File: config.mk
export PLATFORM = sky130hd
export DESIGN_NAME = q12_4_fixed_point_alu_top
export DESIGN_NICKNAME = d
export VERILOG_FILES = /design/src/rtl/q12alu_pkg.sv /design/src/rtl/q12_4_fixed_point_alu_top.sv
export SDC_FILE = /design/constraint.sdc
export NUM_CORES = 2
export LEC_CHECK = 0
export ABC_CLOCK_PERIOD_IN_PS = 45500
export BUFFER_PORTS_ARGS = -buffer_cell sky130_fd_sc_hd__buf_2
export CELL_PAD_IN_SITES_DETAIL_PLACEMENT = 2
export CELL_PAD_IN_SITES_GLOBAL_PLACEMENT = 2
export CORE_MARGIN = 5
export CORE_UTILIZATION = 38
export DETAILED_ROUTE_END_ITERATION = 8
export PLACE_DENSITY_LB_ADDON = 0.1
export RECOVER_POWER = 50
export SYNTH_ARGS = -nofsm -noshare
export SYNTH_HDL_FRONTEND = slang
export SYNTH_SLANG_ARGS = --single-unit
File: constraint.sdc
create_clock -name clk -period 45.5 [get_ports clk]
set_clock_uncertainty 0.2 [all_clocks]
set_input_delay 2.275 -clock clk [delete_from_list [all_inputs] [get_ports clk]]
set_output_delay 2.275 -clock clk [all_outputs]
set_load 0.03 [all_outputs]
File: src/rtl/q12alu_pkg.sv
// Shared types and constants for the Q12.4 fixed-point arithmetic unit.
package q12alu_pkg;

	localparam int WORD_BITS     = 16;
	localparam int FRACTION_BITS = 4;

	// Divider widths: |a| << (F-1) needs W+F-1 bits, |b>>>1| needs W-1 bits
	localparam int NUM_BITS = WORD_BITS + FRACTION_BITS - 1;
	localparam int DEN_BITS = WORD_BITS - 1;

	typedef enum logic [2:0] {
		OP_ABS   = 3'd0,
		OP_MUL   = 3'd1,
		OP_DIV   = 3'd2,
		OP_FLOOR = 3'd3,
		OP_CEIL  = 3'd4
	} op_t;

	typedef struct packed {
		logic [2:0]                  operation;
		logic signed [WORD_BITS-1:0] operand_a;
		logic signed [WORD_BITS-1:0] operand_b;
	} alu_cmd_t;

	typedef struct packed {
		logic signed [WORD_BITS-1:0] result;
		logic                        divide_fault;
	} alu_rsp_t;

endpackage

File: src/rtl/q12_4_fixed_point_alu_top.sv
// Q12.4 fixed-point arithmetic unit: abs, multiply, divide, floor, ceil.
//
// Usage:
//   cmd channel (cmd_valid/cmd_ready/cmd) takes one transaction per cycle
//   while cmd_ready is high, each an operation code and two signed Q12.4 operands.
//   rsp channel (rsp_valid/rsp_ready/rsp) returns one transaction per command,
//   in order: the wrapped 16-bit result and the divide fault flag.
//   A transaction passes from the accepting edge to rsp_valid through one input
//   stage, one restoring-divider stage per quotient bit (19), and the output
//   register. All operations take the same path.
//   Throughput is one transaction per cycle while the output is not stalled;
//   every stage, including the divider's, holds one transaction.
//   Reset clears all valid bits; nothing is in flight afterwards.
//   When rsp_ready is low the output register holds its transaction; the
//   pipeline keeps moving until its last stage is occupied, then stalls as a
//   whole and cmd_ready drops. No transaction is lost or duplicated.
//   Unused operation codes return zero.
module q12_4_fixed_point_alu_top (
	input  logic                 clk,
	input  logic                 arst_n,
	input  logic                 cmd_valid,
	output logic                 cmd_ready,
	input  q12alu_pkg::alu_cmd_t cmd,
	output logic                 rsp_valid,
	input  logic                 rsp_ready,
	output q12alu_pkg::alu_rsp_t rsp
);
	import q12alu_pkg::*;

	localparam int W  = WORD_BITS;
	localparam int F  = FRACTION_BITS;
	localparam int NB = NUM_BITS;
	localparam int DB = DEN_BITS;

	localparam logic [W-1:0] FRAC_MASK = {{(W-F){1'b0}}, {F{1'b1}}};
	localparam logic [W-1:0] UNIT      = W'(1) << F;

	logic adv;
	logic out_load;

	// ---------------- input decode ----------------
	logic signed [W-1:0]   a_c;
	logic signed [W-1:0]   b_c;
	logic [W-1:0]          abs_a_c;
	logic [W-1:0]          floor_c;
	logic [DB-1:0]         d_c;
	logic [DB-1:0]         dmag_c;
	logic                  d_zero_c;
	logic                  ab_zero_c;
	logic [W-1:0]          res_c;
	logic                  is_mul_c;
	logic                  run_c;
	logic                  fault_c;
	logic signed [2*W-1:0] prod_c;

	always_comb begin
		a_c       = cmd.operand_a;
		b_c       = cmd.operand_b;
		abs_a_c   = a_c[W-1] ? (W'(0) - a_c) : a_c;
		floor_c   = a_c & ~FRAC_MASK;
		d_c       = b_c[W-1:1];
		dmag_c    = d_c[DB-1] ? (DB'(0) - d_c) : d_c;
		d_zero_c  = (d_c == '0);
		ab_zero_c = (a_c == '0) || (b_c == '0);
		prod_c    = a_c * b_c;
		res_c     = '0;
		is_mul_c  = 1'b0;
		run_c     = 1'b0;
		fault_c   = 1'b0;
		case (op_t'(cmd.operation))
			OP_ABS: begin
				res_c = abs_a_c;
			end
			OP_MUL: begin
				is_mul_c = 1'b1;
			end
			OP_DIV: begin
				res_c   = a_c;
				run_c   = !ab_zero_c && !d_zero_c;
				fault_c = !ab_zero_c && d_zero_c;
			end
			OP_FLOOR: begin
				res_c = floor_c;
			end
			OP_CEIL: begin
				res_c = ((a_c & FRAC_MASK) != '0) ? (floor_c + UNIT) : floor_c;
			end
			default: begin
				res_c = '0;
			end
		endcase
	end

	// ---------------- stage 1 ----------------
	logic            v_s1;
	logic [W-1:0]    res_s1;
	logic            is_mul_s1;
	logic            run_s1;
	logic            fault_s1;
	logic            neg_s1;
	logic [NB-1:0]   num_s1;
	logic [DB-1:0]   dmag_s1;
	logic [W+F-1:0]  prod_s1;

	always_ff @(posedge clk or negedge arst_n) begin
		if (!arst_n) begin
			v_s1 <= 1'b0;
		end else if (adv) begin
			v_s1 <= cmd_valid;
		end
	end

	always_ff @(posedge clk) begin
		if (adv) begin
			res_s1    <= res_c;
			is_mul_s1 <= is_mul_c;
			run_s1    <= run_c;
			fault_s1  <= fault_c;
			neg_s1    <= a_c[W-1] ^ b_c[W-1];
			num_s1    <= NB'(abs_a_c) << (F - 1);
			dmag_s1   <= dmag_c;
			prod_s1   <= prod_c[W+F-1:0];
		end
	end

	// multiply rounding: half up on the dropped fraction, then wrap
	logic [W-1:0] mul_res_c;
	assign mul_res_c = prod_s1[W+F-1:F] + W'(prod_s1[F-1]);

	// ---------------- divider stages (one quotient bit each) ----------------
	logic [NB-1:0] v_s2;
	logic [DB-1:0] rem_s2   [NB];
	logic [NB-1:0] nq_s2    [NB];
	logic [DB-1:0] dmag_s2  [NB];
	logic [W-1:0]  res_s2   [NB];
	logic [NB-1:0] run_s2;
	logic [NB-1:0] fault_s2;
	logic [NB-1:0] neg_s2;

	logic [NB-1:0] vi_c;
	logic [DB-1:0] remi_c   [NB];
	logic [NB-1:0] nqi_c    [NB];
	logic [DB-1:0] dmagi_c  [NB];
	logic [W-1:0]  resi_c   [NB];
	logic [NB-1:0] runi_c;
	logic [NB-1:0] faulti_c;
	logic [NB-1:0] negi_c;
	logic [DB:0]   trial_c  [NB];
	logic [DB:0]   diff_c   [NB];
	logic [NB-1:0] ge_c;

	always_comb begin
		for (int k = 0; k < NB; k++) begin
			if (k == 0) begin
				vi_c[k]     = v_s1;
				remi_c[k]   = '0;
				nqi_c[k]    = num_s1;
				dmagi_c[k]  = dmag_s1;
				resi_c[k]   = is_mul_s1 ? mul_res_c : res_s1;
				runi_c[k]   = run_s1;
				faulti_c[k] = fault_s1;
				negi_c[k]   = neg_s1;
			end else begin
				vi_c[k]     = v_s2[k-1];
				remi_c[k]   = rem_s2[k-1];
				nqi_c[k]    = nq_s2[k-1];
				dmagi_c[k]  = dmag_s2[k-1];
				resi_c[k]   = res_s2[k-1];
				runi_c[k]   = run_s2[k-1];
				faulti_c[k] = fault_s2[k-1];
				negi_c[k]   = neg_s2[k-1];
			end
			trial_c[k] = {remi_c[k], nqi_c[k][NB-1]};
			diff_c[k]  = trial_c[k] - {1'b0, dmagi_c[k]};
			ge_c[k]    = (trial_c[k] >= {1'b0, dmagi_c[k]});
		end
	end

	always_ff @(posedge clk or negedge arst_n) begin
		if (!arst_n) begin
			v_s2 <= '0;
		end else if (adv) begin
			v_s2 <= vi_c;
		end
	end

	always_ff @(posedge clk) begin
		if (adv) begin
			for (int k = 0; k < NB; k++) begin
				rem_s2[k]   <= ge_c[k] ? diff_c[k][DB-1:0] : trial_c[k][DB-1:0];
				nq_s2[k]    <= {nqi_c[k][NB-2:0], ge_c[k]};
				dmag_s2[k]  <= dmagi_c[k];
				res_s2[k]   <= resi_c[k];
			end
			run_s2   <= runi_c;
			fault_s2 <= faulti_c;
			neg_s2   <= negi_c;
		end
	end

	// ---------------- output register ----------------
	logic          rsp_valid_q;
	alu_rsp_t      rsp_q;
	logic [NB-1:0] quo_c;
	logic [NB-1:0] quo_s_c;
	alu_rsp_t      rsp_c;

	always_comb begin
		quo_c              = nq_s2[NB-1];
		quo_s_c            = neg_s2[NB-1] ? (NB'(0) - quo_c) : quo_c;
		rsp_c.result       = run_s2[NB-1] ? quo_s_c[W-1:0] : res_s2[NB-1];
		rsp_c.divide_fault = fault_s2[NB-1];
	end

	assign out_load  = !rsp_valid_q || rsp_ready;
	assign adv       = out_load || !v_s2[NB-1];
	assign cmd_ready = adv;

	always_ff @(posedge clk or negedge arst_n) begin
		if (!arst_n) begin
			rsp_valid_q <= 1'b0;
		end else if (out_load) begin
			rsp_valid_q <= v_s2[NB-1];
		end
	end

	always_ff @(posedge clk) begin
		if (out_load) begin
			rsp_q <= rsp_c;
		end
	end

	assign rsp_valid = rsp_valid_q;
	assign rsp       = rsp_q;

`ifndef SYNTHESIS
	a_accept_to_s1: assert property (@(posedge clk) disable iff (!arst_n)
		(cmd_valid && cmd_ready) |=> v_s1)
		else $error("accepted transaction did not reach stage 1");

	a_stall_only_when_blocked: assert property (@(posedge clk) disable iff (!arst_n)
		!adv |-> (rsp_valid && !rsp_ready && v_s2[NB-1]))
		else $error("pipeline stalled without a blocked output");

	a_last_stage_holds: assert property (@(posedge clk) disable iff (!arst_n)
		(v_s2[NB-1] && !adv) |=> (v_s2[NB-1] && $stable(nq_s2[NB-1])))
		else $error("last divider stage changed while stalled");

	a_fault_excludes_run: assert property (@(posedge clk) disable iff (!arst_n)
		v_s1 |-> !(fault_s1 && run_s1))
		else $error("divide fault and division both flagged");

	a_div_progress: assert property (@(posedge clk) disable iff (!arst_n)
		(adv && v_s2[0]) |=> v_s2[1])
		else $error("divider stage dropped a transaction");
`endif

endmodule

==> metrics.txt <==
pre-CTS worst setup slack=~37000 ps; sum of negative setup slack=0 ps; global-route usage over all layers=approximately a fifth; Slowest-stage cell, CP=sky130_fd_sc_hd__clkbuf_1; initial detailed-routing violation count=1885; Std-Cell Rows=about 150; buffers from clock root to sink, at most=3; cell count after synthesis=4615; post-cts resize count=0; count of nets after finishing=5283; area enclosed by the die boundary=0.171 mm²; failing checks=capacitance limit, slew limit; fraction of registers with async set or reset after synthesis=1.66%; cell mode on critical path=sky130_fd_sc_hd__buf_4; Hold-fix buffers, CTS=0; count of TritonRoute iterations in the first routing pass=7; worst path bufs/invs=7; fillcell total=16300; Max Slew Vio Count=between 200 and 250; setup ws final=31590 ps; Placeable Area=0.162 mm²; largest fanout on the critical path=190; worst max-slew margin expressed relative to the limit=-576%; die height=413 µm; cell total after placement=~6800; Chip Width=between 400 and 500 µm; measured slew at the worst slew-check pin=10140 ps; count of endpoints failing hold in the final timing report=0; area share of the largest cell type after synthesis=60.4%; ordered cell list for the critical path=buf_2, nand3b_1, clkbuf_1, buf_12, buf_4, buf_4, buf_4, buf_4; largest net degree at the start of global routing=191; cell area reported after detailed placement=about 0.065 mm²; crit path DAT=14080 ps; setup slack, reg-to-reg=between 30000 and 40000 ps; wire length of the first global-routing pass=254000 µm; EDFF count, synth=1242; CP max stage delay=7010 ps; warnings from Yosys=0; fmax=a little over 70 MHz; Hold Path Origin=neg_s2[4]; cell class contributing the biggest share of worst-path delay=buffers and inverters; Vias per Instance=about 5.1; worst reg2reg path startpoint=rsp_valid; total of buffers placed on input and output ports=57; Area Growth Syn to Fin=11.7%; post-CTS setup buffer count=0; initial antenna violation count=5; part of the cycle the worst path needs=30.6%; distinct cell type count after synthesis=slightly below 80; Root Buffer=sky130_fd_sc_hd__clkbuf_16; CP Class=in -> reg; final routed DRC violation total=0; cell types occupying the most area after synthesis=sky130_fd_sc_hd__edfxtp_1 60%, sky130_fd_sc_hd__ha_1 7.0%, sky130_fd_sc_hd__fa_1 5.0%, sky130_fd_sc_hd__inv_1 3.3%, sky130_fd_sc_hd__mux2_2 3.2%; max-cap violations=2; Synth area leader=sky130_fd_sc_hd__edfxtp_1; share of post-route cells with drive strength above 1=9.23%; hold path cells=0; final setup violation count=0; Crit. End Element=flop; part of the Yosys area used for sequential elements=61.3%; Cell Count, Final, Fillers Out=between 7000 and 8000; total half-perimeter wirelength after legalization and detailed placement=121000 µm; TritonCTS buffer count=142; fin crit period=13910 ps; post-route antenna net violation count=0; via count=36000; number of sinks handled by clock tree synthesis=1263; I/O pin cnt=between 50 and 60; setup repair after global routing missed its margin=false; Setup crit start kind=input port; grt ovf=0; routability-driven placement congestion ratio=0.784; number of levels in the clock H-tree=4; clock network latency to the later pin of the worst-skew pair=760 ps; kind of path behind the tightest hold check=reg -> reg; summed instance area of the synthesized netlist=roughly 0.062 mm²; hold-critical path endpoint=neg_s2[5]; Worst Path Required=45670 ps; number of cells traversed by the worst register-to-register path=7; clock tree from TritonCTS=done; most used flip-flop cell after synthesis=sky130_fd_sc_hd__edfxtp_1; post-CTS clock slew at the launch and capture registers of the worst setup and hold paths=roughly 60 ps; total nets after synthesis=5151; wire length after detailed routing=between 150000 and 200000 µm; status=finished with violations; number of global-route vias before repair=40600; Worst R2R End=rem_s2[3][13]; cell area after layout=roughly 0.07 mm²; Yosys reg bits=1263; initial core utilization=38.1%; average instance area after synthesis=13.4 µm²; average wire length per cell after detail routing=23.7 µm
==> layout make-up <==
type                            count  area (µm²)  area share, %
Clock buffer                      172        3760           5.46
Sequential cell                  1263       37800           54.9
Clock inverter                     68         687          0.996
Tap cell                         2175        2720           3.95
Timing Repair Buffer               83         452          0.655
Antenna cell                        2        5.00        0.00726
Multi-Input combinational cell   2706       21400           31.1
Inverter                          551        2070           3.00
==> Yosys cell counts (6+ instances only) <==
cell type and count:
sky130_fd_sc_hd__a31oi_1 22, sky130_fd_sc_hd__a21boi_0 20, sky130_fd_sc_hd__nand3_1 39, sky130_fd_sc_hd__o22ai_1 10
sky130_fd_sc_hd__and3_1 16, sky130_fd_sc_hd__xor2_1 90, sky130_fd_sc_hd__fa_1 153, sky130_fd_sc_hd__xnor2_1 173
sky130_fd_sc_hd__a21oi_1 183, sky130_fd_sc_hd__nor2_1 288, sky130_fd_sc_hd__o21ai_0 171, sky130_fd_sc_hd__and2_1 92
sky130_fd_sc_hd__nand2b_1 44, sky130_fd_sc_hd__mux2i_1 29, sky130_fd_sc_hd__clkbuf_1 74, sky130_fd_sc_hd__or4_1 15
sky130_fd_sc_hd__o31a_1 15, sky130_fd_sc_hd__mux2_2 178, sky130_fd_sc_hd__dfrtp_1 21, sky130_fd_sc_hd__inv_1 551
sky130_fd_sc_hd__o21ai_1 6, sky130_fd_sc_hd__a211oi_1 13, sky130_fd_sc_hd__buf_2 15, sky130_fd_sc_hd__or2_2 23
sky130_fd_sc_hd__o31ai_1 25, sky130_fd_sc_hd__o211ai_1 8, sky130_fd_sc_hd__edfxtp_1 1242, sky130_fd_sc_hd__nand4_1 49
sky130_fd_sc_hd__nand2_1 266, sky130_fd_sc_hd__or3_1 29, sky130_fd_sc_hd__o311ai_0 15, sky130_fd_sc_hd__o41ai_1 10
sky130_fd_sc_hd__nor4_1 43, sky130_fd_sc_hd__nor3_1 69, sky130_fd_sc_hd__nor2b_1 59, sky130_fd_sc_hd__o21a_1 64
sky130_fd_sc_hd__o21bai_1 9, sky130_fd_sc_hd__a21o_1 67, sky130_fd_sc_hd__ha_1 344
==> metrics by stage <==
step                hold WS (ps)  utilization, %
finish                       201            42.5
global route                 206            42.5
CTS                          199            42.6
detailed placement           205            39.8
global placement             200            39.8
floorplan                    200               -
==> how the worst max path moves through the flow <==
stage / from / endpoint / slack [ps] / cells past startpoint
floorplan: rsp_ready / v_s2[10] / 5160 / 3
global placement: rsp_ready / dmag_s2[2][7] / 37010 / 8
detailed placement: rsp_ready / dmag_s2[2][7] / 36600 / 8
CTS: rsp_ready / dmag_s2[3][8] / 37430 / 8
global route: rsp_ready / rem_s2[3][5] / 30520 / 8
finish: rsp_ready / rem_s2[3][13] / 31590 / 8
==> layout by cell type (no fill, tap or decap), types with 30 or more instances in the layout <==
cell type,count
sky130_fd_sc_hd__nand4_1,49
sky130_fd_sc_hd__o21a_1,64
sky130_fd_sc_hd__edfxtp_1,1242
sky130_fd_sc_hd__nor3_1,70
sky130_fd_sc_hd__clkbuf_16,146
sky130_fd_sc_hd__inv_1,551
sky130_fd_sc_hd__and2_1,88
sky130_fd_sc_hd__buf_2,41
sky130_fd_sc_hd__xnor2_1,173
sky130_fd_sc_hd__nor4_1,43
sky130_fd_sc_hd__nor2_1,288
sky130_fd_sc_hd__nand3_1,39
sky130_fd_sc_hd__a21oi_1,183
sky130_fd_sc_hd__xor2_1,90
sky130_fd_sc_hd__ha_1,344
sky130_fd_sc_hd__mux2_2,172
sky130_fd_sc_hd__nand2b_1,44
sky130_fd_sc_hd__or3_1,30
sky130_fd_sc_hd__a21o_1,67
sky130_fd_sc_hd__nor2b_1,59
sky130_fd_sc_hd__fa_1,153
sky130_fd_sc_hd__nand2_1,266
sky130_fd_sc_hd__o21ai_0,177
sky130_fd_sc_hd__clkbuf_1,50
==> per-layer routing <==
| layer | track usage (%) | share of wire, % | vias up |
|---|---|---|---|
| met1 | 22.5 | 40 | 18500 |
| met2 | 37.6 | 55 | 453 |
| met3 | 2.82 | 2.6 | 252 |
| met5 | 0 | 0.0078 | - |
| met4 | 5.65 | 2.8 | 2 |
| li1 | - | - | 16800 |
==> cells by family (layout without fill, tap and decap cells) <==
kind of cell	count (synthesis)	in the layout	share of synthesized area [%]
AO/OA/AOI/OAI	686	686	7.07
XOR/XNOR	263	263	3.73
AND/OR/NAND/NOR	1052	1052	8.30
flip-flops	1263	1263	61.3
adder cells (fa/ha/maj)	497	497	11.9
other	0	2	0
multiplexers	208	208	3.74
buffers and inverters	646	874	3.96
==> sequential cells by signal, summed over array words and instances, names as in the netlist, 19 cells and up <==
register,count
neg_s2,19
v_s2,19
dmag_s2,270
nq_s2,256
fault_s2,19
res_s2,304
run_s2,19
rem_s2,270
==> worst register-to-register path, delay by kind of cell (launching register included) <==
| kind | cells | cell delay [ps] |
|---|---|---|
| buffers and inverters | 6 | 11090 |
| DFF | 1 | 400 |
| and+or+nand+nor | 1 | 560 |
Power is not shown: default switching activity piles up to over one toggle a cycle in this logic, so the estimate is an artifact.
